--- config.mk ---
export PLATFORM = sky130hd
export DESIGN_NAME = hostname_syntax_checker_top
export DESIGN_NICKNAME = d
export VERILOG_FILES = /design/src/rtl/hsc_pkg.sv /design/src/rtl/hsc_char_class.sv /design/src/rtl/hsc_state.sv /design/src/rtl/hostname_syntax_checker_top.sv
export SDC_FILE = /design/constraint.sdc
export NUM_CORES = 1
export LEC_CHECK = 0
export BUFFER_PORTS_ARGS = -buffer_cell sky130_fd_sc_hd__buf_2
export CORE_ASPECT_RATIO = 1.4
export CORE_MARGIN = 5
export CORE_UTILIZATION = 60
export CTS_BUF_LIST = sky130_fd_sc_hd__clkbuf_4 sky130_fd_sc_hd__clkbuf_8 sky130_fd_sc_hd__clkbuf_16
export DETAILED_ROUTE_END_ITERATION = 16
export PLACE_DENSITY_LB_ADDON = 0.1
export SYNTH_ARGS = -nofsm -noshare
export SYNTH_HDL_FRONTEND = slang
export SYNTH_SLANG_ARGS = --single-unit
export TNS_END_PERCENT = 50
--- constraint.sdc ---
create_clock -name clk -period 6.34 [get_ports clk]
set_clock_uncertainty 0.05 [all_clocks]
set_input_delay 1.268 -clock clk [delete_from_list [all_inputs] [get_ports clk]]
set_output_delay 1.268 -clock clk [all_outputs]
set_load 0.01 [all_outputs]
--- src/rtl/hsc_pkg.sv ---
// Package for the host name syntax checker: widths, character codes, class type.
package hsc_pkg;

    localparam int CHAR_W      = 8;
    localparam int LABEL_MAX_W = 6;
    localparam int SUFFIX_W    = 4;
    localparam int LABEL_CNT_W = 7;
    localparam int CFG_IDX_W   = 1;
    localparam int CFG_DATA_W  = 6;
    localparam int OUT_DATA_W  = 8;

    // Register indexes on the configuration port
    localparam logic [CFG_IDX_W-1:0] REG_MAX_LABEL_LEN  = 1'd0;
    localparam logic [CFG_IDX_W-1:0] REG_MIN_SUFFIX_LEN = 1'd1;

    // Reset values of the configuration registers
    localparam logic [LABEL_MAX_W-1:0] MAX_LABEL_LEN_RST  = 6'd63;
    localparam logic [SUFFIX_W-1:0]    MIN_SUFFIX_LEN_RST = 4'd2;

    // Saturation caps
    localparam logic [LABEL_CNT_W-1:0] LABEL_CAP  = 7'd127;
    localparam logic [SUFFIX_W-1:0]    SUFFIX_CAP = 4'd15;

    // Character codes
    localparam logic [CHAR_W-1:0] CH_HYPHEN = 8'h2D;
    localparam logic [CHAR_W-1:0] CH_DOT    = 8'h2E;
    localparam logic [CHAR_W-1:0] CH_0      = 8'h30;
    localparam logic [CHAR_W-1:0] CH_9      = 8'h39;
    localparam logic [CHAR_W-1:0] CH_UA     = 8'h41;
    localparam logic [CHAR_W-1:0] CH_UZ     = 8'h5A;
    localparam logic [CHAR_W-1:0] CH_LA     = 8'h61;
    localparam logic [CHAR_W-1:0] CH_LZ     = 8'h7A;

    // Class of one character
    typedef struct packed {
        logic letter;
        logic digit;
        logic hyphen;
        logic dot;
    } char_class_t;

endpackage

--- src/rtl/hsc_char_class.sv ---
// Character classifier: letter, digit, hyphen and dot flags for one code.
module hsc_char_class (
    input  logic [hsc_pkg::CHAR_W-1:0] char_code,
    output hsc_pkg::char_class_t       cls
);

    always_comb
    begin
        cls.letter = ((char_code >= hsc_pkg::CH_UA) && (char_code <= hsc_pkg::CH_UZ)) ||
                     ((char_code >= hsc_pkg::CH_LA) && (char_code <= hsc_pkg::CH_LZ));
        cls.digit  = (char_code >= hsc_pkg::CH_0) && (char_code <= hsc_pkg::CH_9);
        cls.hyphen = (char_code == hsc_pkg::CH_HYPHEN);
        cls.dot    = (char_code == hsc_pkg::CH_DOT);
    end

endmodule

--- src/rtl/hsc_state.sv ---
// Per-name parse state and verdict logic, updated once per processed item.
module hsc_state (
    input  logic                            clk,
    input  logic                            rst_n,
    input  logic                            step,
    input  hsc_pkg::char_class_t            cls,
    input  logic                            is_last,
    input  logic [hsc_pkg::LABEL_MAX_W-1:0] max_label_len,
    input  logic [hsc_pkg::SUFFIX_W-1:0]    min_suffix_len,
    output logic                            name_ok
);

    logic                            in_suffix_reg, in_suffix_next;
    logic [hsc_pkg::LABEL_CNT_W-1:0] label_count_reg, label_count_next;
    logic                            prev_hyphen_reg, prev_hyphen_next;
    logic [hsc_pkg::SUFFIX_W-1:0]    suffix_count_reg, suffix_count_next;
    logic                            failed_reg, failed_next;
    logic                            fail_final;

    // Parse step for one character
    always_comb
    begin
        in_suffix_next    = in_suffix_reg;
        label_count_next  = label_count_reg;
        prev_hyphen_next  = prev_hyphen_reg;
        suffix_count_next = suffix_count_reg;
        failed_next       = failed_reg;
        if (!in_suffix_reg)
        begin
            priority if (cls.dot)
            begin
                if ((label_count_reg == '0) ||
                    (label_count_reg > {1'b0, max_label_len}) || prev_hyphen_reg)
                begin
                    failed_next = 1'b1;
                end
                in_suffix_next    = 1'b1;
                suffix_count_next = '0;
            end
            else if (cls.letter || cls.digit || cls.hyphen)
            begin
                if ((label_count_reg == '0) && cls.hyphen)
                begin
                    failed_next = 1'b1;
                end
                if (label_count_reg < hsc_pkg::LABEL_CAP)
                begin
                    label_count_next = label_count_reg + 1'b1;
                end
                prev_hyphen_next = cls.hyphen;
            end
            else
            begin
                failed_next = 1'b1;
            end
        end
        else
        begin
            priority if (cls.dot)
            begin
                if (suffix_count_reg < min_suffix_len)
                begin
                    failed_next = 1'b1;
                end
                suffix_count_next = '0;
            end
            else if (cls.letter)
            begin
                if (suffix_count_reg < hsc_pkg::SUFFIX_CAP)
                begin
                    suffix_count_next = suffix_count_reg + 1'b1;
                end
            end
            else
            begin
                failed_next = 1'b1;
            end
        end
        // End-of-name check on the updated state
        fail_final = failed_next || !in_suffix_next || (suffix_count_next < min_suffix_len);
        name_ok    = !fail_final;
    end

    // State registers; cleared after every name
    always_ff @(posedge clk or negedge rst_n)
    begin
        if (!rst_n)
        begin
            in_suffix_reg    <= 1'b0;
            label_count_reg  <= '0;
            prev_hyphen_reg  <= 1'b0;
            suffix_count_reg <= '0;
            failed_reg       <= 1'b0;
        end
        else if (step)
        begin
            if (is_last)
            begin
                in_suffix_reg    <= 1'b0;
                label_count_reg  <= '0;
                prev_hyphen_reg  <= 1'b0;
                suffix_count_reg <= '0;
                failed_reg       <= 1'b0;
            end
            else
            begin
                in_suffix_reg    <= in_suffix_next;
                label_count_reg  <= label_count_next;
                prev_hyphen_reg  <= prev_hyphen_next;
                suffix_count_reg <= suffix_count_next;
                failed_reg       <= failed_next;
            end
        end
    end

endmodule

--- src/rtl/hostname_syntax_checker_top.sv ---
// Top level of the host name syntax checker: input register, parser, result register.
// A verdict reaches m_tvalid once a name's last item has passed the input and result registers.
// Throughput: one item per cycle; the single parse stage between the input register and the
// result register sets that figure, and stalls only when a verdict is blocked by m_tready.
// Reset (rst_n, async, active low) clears the parse state and both valid flags, and loads
// max_label_len = 63 and min_suffix_len = 2.
module hostname_syntax_checker_top (
    input  logic                                clk,
    input  logic                                rst_n,
    // Configuration write port
    input  logic                                cfg_we,
    input  logic [hsc_pkg::CFG_IDX_W-1:0]       cfg_index,
    input  logic [hsc_pkg::CFG_DATA_W-1:0]      cfg_data,
    // Input stream
    input  logic                                s_tvalid,
    output logic                                s_tready,
    input  logic [hsc_pkg::CHAR_W-1:0]          s_tdata,   // [7:0] char_code
    input  logic                                s_tlast,   // is_last
    // Result stream
    output logic                                m_tvalid,
    input  logic                                m_tready,
    output logic [hsc_pkg::OUT_DATA_W-1:0]      m_tdata    // [0] name_ok, [7:1] zero
);

    logic [hsc_pkg::LABEL_MAX_W-1:0] max_label_len_reg;
    logic [hsc_pkg::SUFFIX_W-1:0]    min_suffix_len_reg;

    logic                            in_valid_reg;
    logic [hsc_pkg::CHAR_W-1:0]      in_char_reg;
    logic                            in_last_reg;

    logic                            out_valid_reg;
    logic                            out_ok_reg;

    hsc_pkg::char_class_t            cls;
    logic                            name_ok;
    logic                            step;

    // Configuration registers
    always_ff @(posedge clk or negedge rst_n)
    begin
        if (!rst_n)
        begin
            max_label_len_reg  <= hsc_pkg::MAX_LABEL_LEN_RST;
            min_suffix_len_reg <= hsc_pkg::MIN_SUFFIX_LEN_RST;
        end
        else if (cfg_we)
        begin
            unique case (cfg_index)
                hsc_pkg::REG_MAX_LABEL_LEN:
                    max_label_len_reg <= cfg_data;
                hsc_pkg::REG_MIN_SUFFIX_LEN:
                    min_suffix_len_reg <= cfg_data[hsc_pkg::SUFFIX_W-1:0];
                default:
                    ;
            endcase
        end
    end

    // A held item moves on unless it is a last item facing a full, stalled result register
    assign step     = in_valid_reg && (!in_last_reg || !out_valid_reg || m_tready);
    assign s_tready = !in_valid_reg || step;

    // Input register
    always_ff @(posedge clk or negedge rst_n)
    begin
        if (!rst_n)
        begin
            in_valid_reg <= 1'b0;
        end
        else if (s_tready)
        begin
            in_valid_reg <= s_tvalid;
        end
    end

    always_ff @(posedge clk)
    begin
        if (s_tready && s_tvalid)
        begin
            in_char_reg <= s_tdata;
            in_last_reg <= s_tlast;
        end
    end

    hsc_char_class u_class (
        .char_code (in_char_reg),
        .cls       (cls)
    );

    hsc_state u_state (
        .clk            (clk),
        .rst_n          (rst_n),
        .step           (step),
        .cls            (cls),
        .is_last        (in_last_reg),
        .max_label_len  (max_label_len_reg),
        .min_suffix_len (min_suffix_len_reg),
        .name_ok        (name_ok)
    );

    // Result register
    always_ff @(posedge clk or negedge rst_n)
    begin
        if (!rst_n)
        begin
            out_valid_reg <= 1'b0;
        end
        else if (step && in_last_reg)
        begin
            out_valid_reg <= 1'b1;
        end
        else if (m_tready)
        begin
            out_valid_reg <= 1'b0;
        end
    end

    always_ff @(posedge clk)
    begin
        if (step && in_last_reg)
        begin
            out_ok_reg <= name_ok;
        end
    end

    assign m_tvalid = out_valid_reg;
    assign m_tdata  = {{(hsc_pkg::OUT_DATA_W-1){1'b0}}, out_ok_reg};

endmodule

==> impl_metrics.py <==
metrics = {
    "critical_path": {
        "worstPathRequired_ns": 5.02,
        "cp_max_fo": 3,
        "start_kind": "input pin",
        "end_kind": "primary output",
        "cp_data_arrival_time_ns": 1.76,
        "criticalPathCategory": "in -> out",
    },
    "cts": {
        "cts-htree-levels": 2,
        "cts-resized-gates": 0,
        "cts_root_buf": "clkbuf_8",
        "ctsHoldBuffers": 0,
        "clockBufferDepth": 2,
        "clkTransAtPathRegs_ns": 0.07,
        "clk_latency_ns": 0.30,
        "cts_setup_buffers": 0,
        "cts_sinks": 36,
        "cts_buffers": 5,
        "cts_tree": "done",
    },
    "power": {
        "power.density_nw_per_um2": 230.5,
        "ir_worst_vdd_uv": 272.1,
        "p_leak_nw": 1.080,
    },
    "grt": {
        "grt_pass1_wl_um": 7210,
        "grt_pass1_vias": 1684,
        "grt-ovfl-total": 0,
        "grt_max_degree": 27,
        "grt_use_total": 0.2005,
        "antenna_found_initial": 0,
    },
    "synth": {
        "synthFlopType": "dfrtp_1",
        "syn-cell-area_um2": 2182,
        "synth_edf_count": 10,
        "yosys_warnings": 0,
        "syn_inst": 216,
        "synth_cell_types": 56,
        "ys_seq_area_frac": 0.4398,
        "syn_area_per_cell_um2": 10.10,
        "synthArstFlopShare": 0.7222,
        "synth-seq-cells": 36,
    },
    "run_status": {
        "status": "finished, final reports clean",
    },
    "route": {
        "drt_pass1_iterations": 4,
        "post-route-drc-count": 0,
        "route.vias.total": 1653,
        "viasPerCell": 5.862,
        "drtAntennaViolNets": 0,
        "routed_wl_um": 4331,
        "post_drt_wl_per_cell_um": 15.36,
        "first_iter_violations": 69,
    },
    "timing": {
        "tightest_slew_ns": 0.5937,
        "min_period_ns": 3.082,
        "setup_violations": 0,
        "fin_ws_ns": 3.258,
        "max_slew_margin": 0.5990,
        "fmax_mhz": 324.5,
        "finalSetupTns_ns": 0,
        "drv_slew": 0,
        "period_share": 0.4861,
        "hold_violations": 0,
        "rsz0062_at_grt": "false",
    },
    "layout": {
        "final_common_cell": "buf_2",
        "largest_register_ffs": 8,
        "register_area_um2": 959.7,
        "antenna_cells": 0,
        "layout_common_cells": "23 x buf_2, 19 x dfrtp_1, 18 x nand2_1",
        "drive_above_1_share": 0.2417,
        "nNetsFinal": 275,
        "area_growth_pct": 9.232,
        "fill_cells": 296,
        "multi_input_area_um2": 1090,
    },
    "run": {
        "max_cap_violations": 0,
    },
    "placement": {
        "place_ws_ns": 3.258,
        "place.gp.congestion": 0.8301,
        "dp_hpwl_um": 3361,
        "io_buffer_count": 23,
    },
    "floorplan": {
        "die_h_um": 81.36,
        "die_w_um": 60.97,
        "start_util": 0.6098,
        "die_area_um2": 4960,
        "rows": 26,
        "ios": 31,
        "core-area_um2": 3578,
    },
    "worst_hold_path": {
        "worstHoldPathType": "reg -> reg",
    },
}
[logic make-up (layout without fill, tap and decap cells)]
group | Yosys count | count (layout) | synth area share
compound gates | 52 | 52 | 0.1577
other cells | 1 | 7 | 0.001719
buf+inv | 29 | 47 | 0.07110
fa+ha+maj | 15 | 15 | 0.08601
simple gates | 74 | 74 | 0.2001
xor+xnor | 1 | 1 | 0.004014
mux | 8 | 8 | 0.03956
flops | 36 | 36 | 0.4398
[metal layers]
metal / part of all wire / global-route usage
met5: 0 / 0
met4: 0.033 / 0.1150
met3: 0.054 / 0.05723
met2: 0.52 / 0.3544
met1: 0.39 / 0.2033
[final cells by class]
cell class              instances  area share
multi-input cells             157      0.4572
flip-flops and latches         36      0.4026
repair buffers                 23     0.04829
clock buffers                   7     0.04252
inverters                      16     0.02520
well taps                      42     0.02205
clock inverters                 1    0.002100
[stage by stage]
stage / hold WS [ns] / power [W] / cell area [um2] / utilization / std cells
final: 0.4611 / 0.0005494 / 2384 / 0.6661 / 282
after global routing: 0.4866 / 0.0005821 / 2384 / 0.6661 / 282
after CTS: 0.4664 / 0.0005543 / 2384 / 0.6661 / 282
after detailed placement: 0.4500 / 0.0003679 / 2277 / 0.6364 / 274
after global placement: 0.4401 / 0.0003618 / 2277 / 0.6364 / 274
after floorplan: 0.4221 / 0.0003436 / 2205 / - / 222
[synthesized netlist by cell type, drive strengths merged (2+ instances only)]
| library cell | number | area [um2] |
|---|---|---|
| buf | 11 | 87.58 |
| ha | 15 | 187.7 |
| dfrtp | 19 | 475.5 |
| nor2 | 14 | 60.06 |
| nor2b | 3 | 18.77 |
| nand4 | 3 | 18.77 |
| o31a | 2 | 17.52 |
| a21oi | 15 | 78.83 |
| and3 | 4 | 25.02 |
| o21ai | 17 | 88.84 |
| nor3 | 3 | 20.02 |
| nand3b | 4 | 30.03 |
| or3 | 5 | 36.29 |
| edfxtp | 10 | 300.3 |
| inv | 16 | 60.06 |
| mux2i | 3 | 30.03 |
| a21o | 2 | 15.01 |
| nand2b | 4 | 25.02 |
| mux2 | 5 | 56.30 |
| nand3 | 4 | 20.02 |
| dfstp | 7 | 183.9 |
| nand2 | 18 | 67.56 |
| nor4 | 3 | 33.78 |
| clkbuf | 2 | 7.510 |
| o2111ai | 2 | 17.52 |
| and2 | 2 | 12.51 |
| o22ai | 4 | 43.80 |
[power breakdown]
part           internal (W)  leakage, nW  switching [W]
clock              0.000105       0.0568      0.0000820
sequential         0.000262        0.422      0.0000138
combinational     0.0000364        0.601      0.0000503
total              0.000403         1.08       0.000146
[worst max-delay path: stages]
cell and delay, ns:
buf_2 0.11, nand4b_1 0.20, buf_2 0.19
[final timing paths]
check                                      start                     endpoint  slack (ns)  cells after the start
setup / recovery                        m_tready                     s_tready        3.26                      3
hold / removal             min_suffix_len_reg[3]        min_suffix_len_reg[3]        0.46                      1
setup reg to reg                  in_char_reg[2]                   out_ok_reg        3.41                     11
hold reg to reg            min_suffix_len_reg[3]        min_suffix_len_reg[3]        0.46                      1
max in group asynchronous                  rst_n  u_state.suffix_count_reg[1]        4.92                      1
min in group asynchronous                  rst_n           u_state.failed_reg        0.92                      1
Note: power is estimated with default switching activity, not from simulation.
